==> src/baof_pkg.sv <==
`default_nettype none

package baof_pkg;

    localparam int ID_W  = 24;
    localparam int CRD_W = 32;
    localparam int FAM_W = 16;
    localparam int IN_W  = 248;
    localparam int OUT_W = 48;

    // Packed so that the lowest bits hold body_id, matching the input word layout.
    typedef struct packed {
        logic signed [FAM_W-1:0] excluded_family;
        logic signed [FAM_W-1:0] family;
        logic signed [CRD_W-1:0] max_z;
        logic signed [CRD_W-1:0] max_y;
        logic signed [CRD_W-1:0] max_x;
        logic signed [CRD_W-1:0] min_z;
        logic signed [CRD_W-1:0] min_y;
        logic signed [CRD_W-1:0] min_x;
        logic [ID_W-1:0]         body_id;
    } body_t;

    typedef struct packed {
        logic shift;
        logic load;
    } cell_ctrl_t;

    typedef struct packed {
        logic            hit;
        logic [ID_W-1:0] low_id;
        logic [ID_W-1:0] high_id;
    } match_t;

    typedef enum logic [1:0] {
        ST_IDLE,
        ST_SCAN,
        ST_FLUSH
    } fsm_state_t;

endpackage

`default_nettype wire

==> src/baof_cell.sv <==
`default_nettype none

module baof_cell
    import baof_pkg::*;
(
    input  wire        clk,
    input  cell_ctrl_t ctrl,
    input  body_t      shift_in,
    input  body_t      load_data,
    output body_t      entry
);

    body_t body_reg;
    body_t body_next;

    // Rotate with the ring, or take a newly appended body.
    always_comb
    begin
        body_next = body_reg;
        if (ctrl.load)
        begin
            body_next = load_data;
        end
        else if (ctrl.shift)
        begin
            body_next = shift_in;
        end
    end

    always_ff @(posedge clk)
    begin
        body_reg <= body_next;
    end

    assign entry = body_reg;

endmodule

`default_nettype wire

==> config.mk <==
export PLATFORM = sky130hd
export DESIGN_NAME = baof_cell
export DESIGN_NICKNAME = d
export VERILOG_FILES = /design/src/baof_pkg.sv /design/src/baof_cell.sv
export SDC_FILE = /design/constraint.sdc
export NUM_CORES = 1
export LEC_CHECK = 0
export ABC_AREA = 1
export BUFFER_PORTS_ARGS = -buffer_cell sky130_fd_sc_hd__buf_2
export CAP_MARGIN = 20
export CELL_PAD_IN_SITES_DETAIL_PLACEMENT = 1
export CELL_PAD_IN_SITES_GLOBAL_PLACEMENT = 1
export CORE_AREA = 2 2 293 295
export DETAILED_ROUTE_END_ITERATION = 16
export DIE_AREA = 0 0 295 297
export PLACE_DENSITY = 0.52
export SLEW_MARGIN = 0
export SYNTH_ARGS = -nofsm -noshare
export SYNTH_HDL_FRONTEND = slang
export SYNTH_SLANG_ARGS = --single-unit
==> constraint.sdc <==
create_clock -name clk -period 4.2 [get_ports clk]
set_input_delay 0.63 -clock clk [delete_from_list [all_inputs] [get_ports clk]]
set_output_delay 0.63 -clock clk [all_outputs]
set_load 0.1 [all_outputs]
==> impl_metrics.toml <==
[critical_path]
critical_path_class = "reg2out"
worstPathRequired_ns = 3.57
crit_fanout = 1
cp-end-kind = "output pin"
critPathLaunchType = "flop"
path_delay_family = "buffers and inverters"
critPathBufInv = 1
cp_slowest_cell = "buf_2"
crit_arrival_ns = 1.60
crit_chain = "buf_2"
critPathMaxStageDelay_ns = 0.60

[logic_synthesis]
synth_most_common_cell = "nand2_1"
yosysTopAreaCell = "edfxtp_1"
syn-instance-count = 1049
synth_edf_count = 248
async_reset_ff_share_pct = 0
ys.flop_type = "edfxtp_1"
synth_top_area_share_pct = 69.7
synth_fp_nets = 1548
synth.avg_cell_area_um2 = 10.2
synthTopCellsByArea = "edfxtp_1 70%, nand2_1 26%, buf_6 2.4%"
yosys_register_bits = 248
ys_types = 8
ys_seq_area_share_pct = 69.7
yosysWarnings = 0
synth.cells.most_frequent = "744 x nand2_1, 248 x edfxtp_1, 25 x buf_2"
synth.cell_area_um2 = 10700

[placement]
placed_cells = 2910
place_hpwl_mm = 37.0
dpl_worst_slack_ns = 1.55
io_buffers = 746
dpl-instance-area_um2 = 15700
gp_congestion = 0.803

[clocking]
cts_root_buf = "clkbuf_16"
htreeDepth = 1
ctsResizeCount = 0
clk_pin_slew_worst_paths_ns = 0.06
post_cts_buffers = 0
ctsHoldBuffers = 0
cts_buffers = 30
cts_tree = "yes"
clock_path_buffers = 3
clkSinkCount = 248

[cells_and_area]
drive_gt1_share_pct = 44.8
fillers = 10100
design_area_um2 = 16600
stdcell_count = 2970
largest_reg_flops = 248
syn2layout_area_growth_pct = 55.4
layout.nets = 2297

[routing]
drt_iter0_markers = 327
drt-wirelength-per-cell_um = 15.5
dr.max_layer_used = "met5"
drc = 0
first_pass_iters = 4
route.met3.wl_mm = 4.71
ant_nets = 0
wirelength_mm = 46.0
viasPerCell = 3.36
wl_met1_mm = 16.3
num_vias = 9994
wl_met2_mm = 24.0

[sta]
setup_tns_ns = 0
finalCriticalPeriod_ns = 2.23
hold_viol = 0
drv_slew = 0
fin_ws_ns = 1.97
max_freq_mhz = 449
worst_pin_slew_ns = 0.957
relSlewSlack_pct = 36.2
rsz0062_at_grt = "no"
setup_viol = 0
period_share_pct = 53.1

[die]
die_area_um2 = 87600
fp-row-count = 107
initial_utilization_pct = 12.6
fp.dieH_um = 297
ioPinCount = 747
coreArea_um2 = 84500
die_x_um = 295

[power_and_ir_drop]
p_per_area_nw_per_um2 = 510
ir_drop_mv = 0.318
fin_total_pwr_mw = 8.48
p_leak_nw = 8.30

[global_route]
grt_usage_pct = 9.89
grt_max_degree = 131
gr-total-overflow = 0
grt_pass1_vias = 10700
grt_first_pass_wirelength_mm = 65.9
antenna_found_initial = 6

[run_status]
status = "finished, final reports clean"

[job]
cap_violations = 0

[hold_path]
hp-class = "in2reg"
-- report_power, final --
part	internal [mW]	switching (mW)
Clock	1.40	1.04
Sequential	3.04	0.0909
Combinational	0.438	2.46
-- logic make-up (layout without fill, tap and decap cells) --
logic type,count (synthesis),in the layout,synth area share [%]
buf+inv,56,829,4.11
flops,248,248,69.7
other cells,0,4,0
simple gates,745,745,26.2
-- metal layers --
| metal | global-route usage [%] | vias to the layer above |
|---|---|---|
| met5 | 0 | - |
| met1 | 9.95 | 4610 |
| met3 | 3.66 | 56 |
| li1 | - | 4873 |
| met2 | 18.8 | 453 |
| met4 | 2.67 | 2 |
-- path summary, 6_finish.rpt --
| kind | start | end | slack, ns | cells after the start |
|---|---|---|---|---|
| setup / recovery | entry[143] | entry[143] | 1.97 | 1 |
| hold / removal | shift_in[54] | entry[54] | 0.32 | 3 |
-- final cells by class --
| cell class | instances | area [µm²] | share of cell area (%) |
|---|---|---|---|
| diodes | 4 | 10.0 | 0.0603 |
| inverters | 1 | 11.3 | 0.0678 |
| repair buffers | 772 | 3990 | 24.0 |
| flip-flops and latches | 248 | 7450 | 44.8 |
| well taps | 1144 | 1430 | 8.62 |
| clock inverters | 17 | 113 | 0.678 |
| multi-input cells | 745 | 2800 | 16.9 |
| clock buffers | 39 | 806 | 4.85 |
-- metrics by stage --
| step | util (%) | hold WS, ns |
|---|---|---|
| finish | 19.7 | 0.322 |
| global route | 19.7 | 0.297 |
| CTS | 19.6 | 0.273 |
| detailed placement | 18.6 | 0.898 |
| global placement | 18.6 | 0.894 |
| floorplan | - | 0.809 |
-- cells in the final DEF (no fill, tap or decap) --
| master | Yosys | final |
|---|---|---|
| clkinvlp_4 | 0 | 2 |
| buf_2 | 25 | 745 |
| clkbuf_16 | 0 | 31 |
| diode_2 | 0 | 4 |
| buf_4 | 6 | 22 |
| or2_4 | 0 | 1 |
| inv_8 | 0 | 1 |
| clkbuf_8 | 0 | 1 |
| clkbuf_1 | 1 | 8 |
| bufinv_16 | 0 | 1 |
| buf_12 | 0 | 4 |
| nand2_1 | 744 | 744 |
| edfxtp_1 | 248 | 248 |
| clkinv_4 | 0 | 1 |
| clkinv_2 | 0 | 8 |
| clkinv_1 | 0 | 5 |
Note: power is estimated with default switching activity, not from simulation.
