### src/baof_pkg.sv
`default_nettype none

package baof_pkg;

    localparam int ID_W  = 24;
    localparam int CRD_W = 32;
    localparam int FAM_W = 16;
    localparam int IN_W  = 248;
    localparam int OUT_W = 48;

    // Packed so that the lowest bits hold body_id, matching the input word layout.
    typedef struct packed {
        logic signed [FAM_W-1:0] excluded_family;
        logic signed [FAM_W-1:0] family;
        logic signed [CRD_W-1:0] max_z;
        logic signed [CRD_W-1:0] max_y;
        logic signed [CRD_W-1:0] max_x;
        logic signed [CRD_W-1:0] min_z;
        logic signed [CRD_W-1:0] min_y;
        logic signed [CRD_W-1:0] min_x;
        logic [ID_W-1:0]         body_id;
    } body_t;

    typedef struct packed {
        logic shift;
        logic load;
    } cell_ctrl_t;

    typedef struct packed {
        logic            hit;
        logic [ID_W-1:0] low_id;
        logic [ID_W-1:0] high_id;
    } match_t;

    typedef enum logic [1:0] {
        ST_IDLE,
        ST_SCAN,
        ST_FLUSH
    } fsm_state_t;

endpackage

`default_nettype wire

### src/baof_cmp.sv
`default_nettype none

module baof_cmp
    import baof_pkg::*;
(
    input  body_t  query,
    input  body_t  entry,
    output match_t result
);

    logic ovl_x;
    logic ovl_y;
    logic ovl_z;
    logic fam_ok;
    logic id_diff;
    logic entry_lower;

    // Inclusive overlap on each axis, signed compares.
    assign ovl_x = ($signed(query.min_x) <= $signed(entry.max_x)) &&
                   ($signed(entry.min_x) <= $signed(query.max_x));
    assign ovl_y = ($signed(query.min_y) <= $signed(entry.max_y)) &&
                   ($signed(entry.min_y) <= $signed(query.max_y));
    assign ovl_z = ($signed(query.min_z) <= $signed(entry.max_z)) &&
                   ($signed(entry.min_z) <= $signed(query.max_z));

    // Neither body may sit in the other's excluded family.
    assign fam_ok = (query.family != entry.excluded_family) &&
                    (entry.family != query.excluded_family);

    assign id_diff     = query.body_id != entry.body_id;
    assign entry_lower = entry.body_id < query.body_id;

    // Order the pair with the smaller id first.
    always_comb
    begin
        result.hit     = id_diff && ovl_x && ovl_y && ovl_z && fam_ok;
        result.low_id  = entry_lower ? entry.body_id : query.body_id;
        result.high_id = entry_lower ? query.body_id : entry.body_id;
    end

endmodule

`default_nettype wire

### config.mk
export PLATFORM = sky130hd
export DESIGN_NAME = baof_cmp
export DESIGN_NICKNAME = d
export VERILOG_FILES = /design/src/baof_pkg.sv /design/src/baof_cmp.sv
export SDC_FILE = /design/constraint.sdc
export NUM_CORES = 1
export LEC_CHECK = 0
export ABC_AREA = 1
export BUFFER_PORTS_ARGS = -buffer_cell sky130_fd_sc_hd__buf_2
export CORE_AREA = 2 2 209 211
export DETAILED_ROUTE_END_ITERATION = 8
export DIE_AREA = 0 0 211 213
export GPL_TIMING_DRIVEN = 1
export SETUP_SLACK_MARGIN = 0.5
export SYNTH_ARGS = -nofsm -noshare
export SYNTH_HDL_FRONTEND = slang
export SYNTH_SLANG_ARGS = --single-unit
### constraint.sdc
create_clock -name vclk -period 2.8
set_clock_uncertainty 0.05 [all_clocks]
set_input_delay 0.56 -clock vclk [all_inputs]
set_output_delay 0.56 -clock vclk [all_outputs]
set_load 0.02 [all_outputs]
==> results of run 1 <==
## cells by family (layout without fill, tap and decap cells)
kind of cell | after synthesis | count (layout) | synth area share [%]
AO/OA/AOI/OAI | 197 | 197 | 16.3
XOR/XNOR | 26 | 26 | 3.30
adder cells (fa/ha/maj) | 216 | 216 | 39.2
buffers and inverters | 300 | 959 | 17.0
other | 0 | 8 | 0
AND/OR/NAND/NOR | 387 | 387 | 24.2
## layout make-up
| class | instances | share of cell area (%) |
|---|---|---|
| Antenna cell | 8 | 0.151 |
| Inverter | 290 | 8.84 |
| Multi-Input combinational cell | 826 | 52.6 |
| Tap cell | 546 | 5.17 |
| Timing Repair Buffer | 669 | 33.3 |
## through the flow
stage,utilization (%),instances
after floorplan,-,1126
after global placement,27.8,2304
after detailed placement,27.8,2304
after CTS,29.6,2315
after global routing,30.9,2333
final,31.0,2339
## power groups by stage
stage,clock network (mW),logic (mW),registers [mW]
global placement,0,2.02,0
global route,0.0000000955,2.76,0
detailed placement,0,2.06,0
CTS,0,2.37,0
finish,0.000000386,2.52,0
floorplan,0,1.13,0
## cells in the final DEF, fill, tap and decap left out, types with 28 or more instances in the layout
cell,instances
sky130_fd_sc_hd__nor2_1,46
sky130_fd_sc_hd__ha_4,35
sky130_fd_sc_hd__inv_1,252
sky130_fd_sc_hd__buf_6,58
sky130_fd_sc_hd__ha_1,180
sky130_fd_sc_hd__buf_2,479
sky130_fd_sc_hd__o21ai_4,38
sky130_fd_sc_hd__nand2_4,28
sky130_fd_sc_hd__buf_4,105
sky130_fd_sc_hd__a21oi_1,96
sky130_fd_sc_hd__nand2_2,29
sky130_fd_sc_hd__nand2_1,208
## metal layers
metal  part of all wire [%]  GRT usage (%)  vias up
li1                       -              -     4933
met1                     32           13.6     4223
met2                     54           33.3      434
met3                    7.0           2.97      110
met4                    6.5           6.29       10
met5                   0.16              0        -
## final timing paths
check | depth (start not counted) | endpoint
min | 4 | result[21]
max | 14 | result[17]
## what timing repair did
item	CTS	global route
setup buffers	7	12
resized for setup	149	93
setup endpoints to repair	49	49
pin swaps	16	37
cloned	4	4
==> results.md, run 1 <==
* CP Class: in -> out
* Area taken by multi-input logic gates at between 6000 and 7000 um2
* Slew margin rel. at 68.5%
* Portion of the clock cycle consumed by the worst path in the final layout at 110%
* Clock group share of total power at 0%
* Top cells by count, synth: 290 x sky130_fd_sc_hd__inv_1, 245 x sky130_fd_sc_hd__nand2_1, 216 x sky130_fd_sc_hd__ha_1
* Beginning of the critical path: entry[19]
* Final Hold Viols at 0
* Fraction of power spent switching nets at 49.8%
* Slew of the pin with the lowest slew margin at between 0.4 and 0.5 ns
* Number of primary I/O pins at approximately 550
* Synthesized instance count at around 1100
* Via count of the first global-routing pass at around 10000
* Number of max-slew violations in the final report at 0
* RePlAce Congestion at ~0.93
* Initial Util at between 10% and 20%
* Synthesized cell area at 6890 um2
* Critical path buffer and inverter count at 6
* Worst slack after detailed placement at -0.385 ns
* Violations in the final reports: setup timing
* Height of the chip at roughly 210 um
* Post-layout total power at between 2 and 3 mW
* Vias post-DR at just under 10000
* Run status: finished with violations
* First-pass GRT wire length at 52.4 mm
* Area growth from synthesis to final layout at 92.0%
* # hold bufs at CTS at 0
* Count of buffers from port buffering at around 550
* Count of endpoints failing setup in the final report at slightly below 50
* Post-layout nets at between 2000 and 2500
* ANT nets after route at 0
* Number of nets in the synthesized netlist at about 1800
* Wire length after detailed routing at around 38 mm
* Gate power share at 100.0%
* Sequential cell area at 0 um2
* Setup Total Neg Slack at -10.90 ns
* Pin count of the biggest net entering global routing at 18
* Overall track demand over capacity in global routing at roughly 15%
* Master of the slowest instance on the critical path: sky130_fd_sc_hd__nor4_4
* Static Leak at approximately 7.7 nW
* Cell internal pwr at approximately 1.3 mW
* Crit-path most repeated cell: sky130_fd_sc_hd__buf_12
* Share of final-layout standard cells stronger than drive strength 1 at between 40% and 50%
* Leftover overflow at the end of global routing at 0
* Leading post-synthesis cells by cell area: sky130_fd_sc_hd__ha_1 39%, sky130_fd_sc_hd__inv_1 16%, sky130_fd_sc_hd__nand2_1 13%, sky130_fd_sc_hd__a21oi_1 7.4%, sky130_fd_sc_hd__nor2_1 3.3%
* Area leader, netlist: sky130_fd_sc_hd__ha_1
* HPWL Detailed at about 35 mm
* Most common cell in the synthesized netlist: sky130_fd_sc_hd__inv_1
* Cell Rows at 76
* Part of the Yosys area used for sequential elements at 0%
* Final design instance area without fill at between 10000 and 15000 um2
* RSZ-0062 raised after global routing: yes
* Net Sw Power at 1.25 mW
* Gate family responsible for the most delay along the worst path: buffers and inverters
* Worst hold slack across all endpoints at 1.40 ns
* Area of the core at around 43000 um2
* CP peak stage delay at about 0.31 ns
* Worst setup EP type: primary output
* Initial antenna violation count at 24
* Number of sequential storage elements at 0
* Placed Area at roughly 12000 um2
* Shortest period the worst path allows at 3.07 ns
* Setup slack of the critical path after layout at -0.275 ns
* Die width at roughly 210 um
* Detailed Route Iter0 Violations at roughly 230
* Critical path required time at ~2.2 ns
* Start point of the worst hold path: entry[21]
* Data arrival time of the critical path at ~2.5 ns
* Number of synthesis warnings at 0
* Portion of total power attributed to sequential cells at 0%
* Largest voltage drop on the vdd net at just over 90 uV
* DR WL/cell at between 15 and 20 um
* Worst-path fanout max at 5
* Drt via density at 4.15
* DRC errors left at 0
* Max-Cap Viols at 0
* Number of distinct standard cells referenced by the synthesized netlist at 29
* Floorplan die area at roughly 45000 um2
* Fillers at between 4000 and 5000
* Clock buffer count in the final layout at 0
* FMAX at about 330 MHz
* Synthesized area per cell at around 6 um2
* Drt first pass iters at 4
* Startpoint class of the critical path: input port
* Area fraction of the dominant cell type after synthesis at between 30% and 40%
* Worst hold path type: in -> out
* Power Density at 190 nW/um2
* Critical-path cell list: buf_4 -> ha_4 -> nand2_2 -> inv_2 -> nand4_4 -> nor4_4 -> o21ai_2 -> nand3b_4 -> buf_12 -> buf_12 -> clkbuf_16 -> nand2_4 -> o21ai_4 -> buf_6
Power figures use the tool's default switching activity.
==> inputs of run 2 (changes only) <==
ABC_AREA = not set   (was 1)
CORE_AREA = 2 2 211 213   (was 2 2 209 211)
DIE_AREA = 0 0 213 215   (was 0 0 211 213)
==> results.md, run 2 <==
* Run status: finished with violations
* Violations in the final reports: setup timing
* Area leader, netlist: sky130_fd_sc_hd__ha_1
* Most common cell in the synthesized netlist: sky130_fd_sc_hd__inv_1
* Part of the Yosys area used for sequential elements at 0%
* Critical-path cell list: buf_8 -> inv_4 -> ha_4 -> nand4_1 -> nor2_1 -> nand2_1 -> or4_4 -> a211oi_4 -> nor4_4 -> buf_6 -> buf_6 -> buf_12 -> mux2_4 -> buf_6
* Slew margin rel. at a little under three quarters
* Pin count of the biggest net entering global routing at 9
* Setup Total Neg Slack at -37.32 ns
* Overall track demand over capacity in global routing at about an eighth
* Worst setup EP type: primary output
* Post-layout nets at around 2200
* Initial antenna violation count at 4
* Synthesized instance count at 868
* Cell Rows at just under 80
* Setup slack of the critical path after layout at -0.821 ns
* Placed insts at between 2000 and 2500
* Clock buffer count in the final layout at 0
* Number of synthesis warnings at 0
* Area of the core at roughly 44000 um2
* Detailed Route Iter0 Violations at between 150 and 200
* Portion of total power attributed to sequential cells at 0%
* Number of primary I/O pins at around 550
* Fillers at ~4700
* Area growth from synthesis to final layout at 79.9%
* Synthesized area per cell at between 7 and 8 um2
* RePlAce Congestion at 0.929
* CP peak stage delay at between 0.5 and 0.6 ns
* CP Class: in -> out
* Final Hold Viols at 0
* Max-Cap Viols at 0
* Worst slack after detailed placement at -1.15 ns
* Cell internal pwr at around 1.1 mW
* Initial Util at 14.8%
* Worst hold slack across all endpoints at approximately 1.4 ns
* Number of sequential storage elements at 0
* Die width at about 210 um
* Power Density at ~170 nW/um2
* Share of final-layout standard cells stronger than drive strength 1 at 49.1%
* DR WL/cell at approximately 15 um
* Slew of the pin with the lowest slew margin at between 0.4 and 0.5 ns
* Height of the chip at about 220 um
* Gate power share at 100.0%
* Largest voltage drop on the vdd net at roughly 90 uV
* Number of nets in the synthesized netlist at around 1600
* Drt via density at about 4.1
* Static Leak at roughly 7 nW
* Vias post-DR at 8579
* HPWL Detailed at roughly 28 mm
* Commonest non-fill, non-tap cell in the layout: sky130_fd_sc_hd__buf_2
* Portion of the clock cycle consumed by the worst path in the final layout at 129%
* Leftover overflow at the end of global routing at 0
* Worst-path fanout max at 8
* Area fraction of the dominant cell type after synthesis at 41.8%
* Critical path required time at 2.19 ns
* Commonest cells after routing, fill and taps aside: 480 x sky130_fd_sc_hd__buf_2, 210 x sky130_fd_sc_hd__inv_1, 202 x sky130_fd_sc_hd__ha_1, 85 x sky130_fd_sc_hd__buf_4, 79 x sky130_fd_sc_hd__a21oi_1
* Master of the slowest instance on the critical path: sky130_fd_sc_hd__or4_4
* Top cells by count, synth: 221 x sky130_fd_sc_hd__inv_1, 216 x sky130_fd_sc_hd__ha_1, 81 x sky130_fd_sc_hd__a21oi_1
* Leading post-synthesis cells by cell area: sky130_fd_sc_hd__ha_1 42%, sky130_fd_sc_hd__inv_1 13%, sky130_fd_sc_hd__a21oi_1 6.3%, sky130_fd_sc_hd__mux2_2 5.0%, sky130_fd_sc_hd__mux2_4 4.6%
* Worst hold path type: in -> out
* Sequential cell area at 0 um2
* ANT nets after route at 0
* Count of buffers from port buffering at around 550
* Count of endpoints failing setup in the final report at between 40 and 50
* Fraction of power spent switching nets at a little under half
* DRC errors left at 0
* Wire length after detailed routing at roughly 31 mm
* Shortest period the worst path allows at approximately 3.6 ns
* # hold bufs at CTS at 0
* Clock group share of total power at 0%
* Synthesized cell area at 6470 um2
* Non-Filler Instances at about 2100
* FMAX at about 280 MHz
* Drt first pass iters at 6
* Number of distinct standard cells referenced by the synthesized netlist at 41
* Floorplan die area at about 46000 um2
* Startpoint class of the critical path: input port
* Net Sw Power at 0.911 mW
* Via count of the first global-routing pass at roughly 9000
* First-pass GRT wire length at around 45 mm
* Crit-path most repeated cell: sky130_fd_sc_hd__buf_6
* RSZ-0062 raised after global routing: yes
* Number of max-slew violations in the final report at 0
* Data arrival time of the critical path at ~3 ns
==> run 2: cell types whose count changed after synthesis, sizes merged, moves of 24 or more <==
cell   change
o21ai     -52
a21o      +24
nor2      -46
xor2      +25
nand2    -219
mux2      +49
inv       -69
==> run 2: cell families after synthesis <==
kind of cell,synth area share [%]
buf+inv,13.5
fa+ha+maj,41.8
simple gates,14.2
compound gates,16.1
mux,9.84
xor+xnor,4.60
==> run 2: through the flow <==
step	power (mW)	area [um2]	utilization, %
detailed placement	1.69	10600	24.3
finish	2.00	11600	26.7
global route	2.21	11600	26.7
CTS	1.96	11500	26.3
global placement	1.66	10600	24.3
floorplan	0.875	6540	-
==> run 2: path summary, 6_finish.rpt <==
| path | depth (start not counted) | from | endpoint | slack (ns) |
|---|---|---|---|---|
| min | 3 | entry[21] | result[21] | 1.40 |
| max | 14 | query[17] | result[46] | -0.82 |
==> run 2: timing repair <==
action,in CTS,in global routing
endpoints found under the setup margin,49,49
buffers inserted,7,3
pin swaps,12,7
gates resized for setup,151,38
gates cloned,6,0
endpoints found under the hold margin,0,0
==> run 2: critical path: cells and delay by family <==
family	cells	cell delay, ns
simple gates	5	0.90
buf+inv	6	0.69
mux	1	0.32
compound gates	1	0.27
fa+ha+maj	1	0.25
==> run 2: layer usage <==
| layer | global-route usage [%] | wire [um] |
|---|---|---|
| met5 | 0 | 0 |
| met4 | 4.17 | 1130 |
| met3 | 2.37 | 2420 |
| met2 | 25.0 | 15900 |
| met1 | 13.0 | 11600 |
==> run 2: final cells by class <==
cell class / count / area [um2] / area share [%]
Antenna cell: 3 / 7.51 / 0.0645
Inverter: 221 / 847 / 7.28
Multi-Input combinational cell: 642 / 5930 / 51.0
Tap cell: 592 / 741 / 6.36
Timing Repair Buffer: 645 / 4110 / 35.3
==> run 2: power groups by stage <==
stage	sequential, mW	clock [mW]	combinational (mW)
after floorplan	0	0	0.875
after global placement	0	0	1.66
after detailed placement	0	0	1.69
after CTS	0	0	1.96
after global routing	0	0.0000000640	2.21
final	0	0.000000119	2.00
==> inputs of run 3 (changes only) <==
REMOVE_ABC_BUFFERS = 1   (was not set)
==> results.md, run 3 (synthesized netlist as in run 2, its figures left out) <==
* Run status: finished with violations
* Violations in the final reports: setup timing
* First-pass GRT wire length at roughly 47 mm
* Commonest cells after routing, fill and taps aside: 484 x sky130_fd_sc_hd__buf_2, 199 x sky130_fd_sc_hd__inv_1, 186 x sky130_fd_sc_hd__ha_1, 107 x sky130_fd_sc_hd__buf_4, 77 x sky130_fd_sc_hd__a21oi_1
* Portion of the clock cycle consumed by the worst path in the final layout at 133%
* DR WL/cell at 15.8 um
* Number of primary I/O pins at about 550
* Worst-path fanout max at 2
* Post-layout total power at ~2.1 mW
* Placed Area at between 10000 and 15000 um2
* Data arrival time of the critical path at approximately 3.1 ns
* Area of the core at roughly 44000 um2
* Area growth from synthesis to final layout at 86.1%
* Worst hold path type: in -> out
* Power Density at 177 nW/um2
* Wire length after detailed routing at approximately 33 mm
* Number of sequential storage elements at 0
* Drt first pass iters at 4
* Final Hold Viols at 0
* Setup Total Neg Slack at -39.91 ns
* Beginning of the critical path: query[172]
* Height of the chip at between 200 and 250 um
* Non-Filler Instances at around 2100
* Initial antenna violation count at 7
* RePlAce Congestion at between 0.9 and 1
* Leftover overflow at the end of global routing at 0
* Static Leak at 7.01 nW
* Largest voltage drop on the vdd net at approximately 98 uV
* Setup slack of the critical path after layout at -0.930 ns
* Max-Cap Viols at 0
* Floorplan die area at between 40000 and 50000 um2
* Worst hold slack across all endpoints at between 1 and 1.5 ns
* End point of the critical path: result[48]
* Placed insts at approximately 2100
* Slew margin rel. at 72.0%
* Vias post-DR at 8692
* Count of endpoints failing setup in the final report at 49
* Final design instance area without fill at 12000 um2
* Worst slack after detailed placement at -1.09 ns
* Post-layout nets at approximately 2200
* Detailed Route Iter0 Violations at 466
* Commonest non-fill, non-tap cell in the layout: sky130_fd_sc_hd__buf_2
* FMAX at 268 MHz
* HPWL Detailed at around 28 mm
* Shortest period the worst path allows at 3.73 ns
* Pin count of the biggest net entering global routing at 8
* Die width at ~210 um
* Slew of the pin with the lowest slew margin at ~0.42 ns
* Worst setup EP type: primary output
* Via count of the first global-routing pass at between 9000 and 10000
* Number of max-slew violations in the final report at 0
* Clock buffer count in the final layout at 0
* Final design utilization at around 28%
* Share of final-layout standard cells stronger than drive strength 1 at about half
* # hold bufs at CTS at 0
* Sequential cell area at 0 um2
* DRC errors left at 0
* Initial Util at approximately 15%
* Startpoint class of the critical path: input port
* RSZ-0062 raised after global routing: yes
* Critical path required time at between 2 and 2.5 ns
* ANT nets after route at 0
* Count of buffers from port buffering at 545
* CP Class: in -> out
* Drt via density at slightly above 4
* Cell Rows at 77
* Overall track demand over capacity in global routing at 13.1%
run 3: changes by cell type in the layout (fill, tap and decap cells not counted), sizes merged:
| cell | delta |
|---|---|
| buf | +21 |
| diode | +2 |
run 3: power by group:
part	switching [mW]	leakage (nW)	internal, mW
Clock	0	0.0000344	0.000000177
Combinational	0.972	7.01	1.16
Sequential	0	0	0
Total	0.972	7.01	1.16
run 3: layer usage:
| metal | vias to the layer above | track usage (%) | wire length, um |
|---|---|---|---|
| li1 | 4365 | - | - |
| met1 | 3842 | 14.0 | 12500 |
| met2 | 419 | 24.7 | 16600 |
| met3 | 64 | 2.62 | 2740 |
| met4 | 2 | 5.66 | 1590 |
| met5 | - | 0 | 16 |
run 3: worst max-delay path: stages:
cell	delay, ns
sky130_fd_sc_hd__buf_2	0.10
sky130_fd_sc_hd__inv_1	0.06
sky130_fd_sc_hd__ha_1	0.35
sky130_fd_sc_hd__nand4_1	0.17
sky130_fd_sc_hd__nor4_2	0.35
sky130_fd_sc_hd__buf_4	0.19
sky130_fd_sc_hd__o41a_1	0.22
sky130_fd_sc_hd__nor3_1	0.09
sky130_fd_sc_hd__nor4_4	0.21
sky130_fd_sc_hd__buf_4	0.16
sky130_fd_sc_hd__nand4b_1	0.17
sky130_fd_sc_hd__a2111oi_2	0.26
sky130_fd_sc_hd__buf_4	0.21
run 3: how the worst min path moves through the flow:
stage	end	cells after the start	start	slack, ns
2_1_floorplan	result[10]	1	query[10]	1.23
4_1_cts	result[21]	3	query[21]	1.41
3_5_place_dp	result[47]	3	query[23]	1.45
3_3_place_gp	result[13]	3	query[13]	1.44
6_report	result[1]	3	query[1]	1.42
5_1_grt	result[1]	3	query[1]	1.43
run 3: final cells by class:
class                      count  area, um2
fill                        4655      31600
antenna                        5       12.5
inverter                     221        840
multi-input combinational    642       6240
timing repair buffer         666       4210
tap                          592        741
run 3: what timing repair did:
item | CTS | global route
pin swaps | 46 | 16
resized for setup | 171 | 74
buffers inserted | 12 | 4
setup endpoints to repair | 49 | 49
cloned | 6 | 0
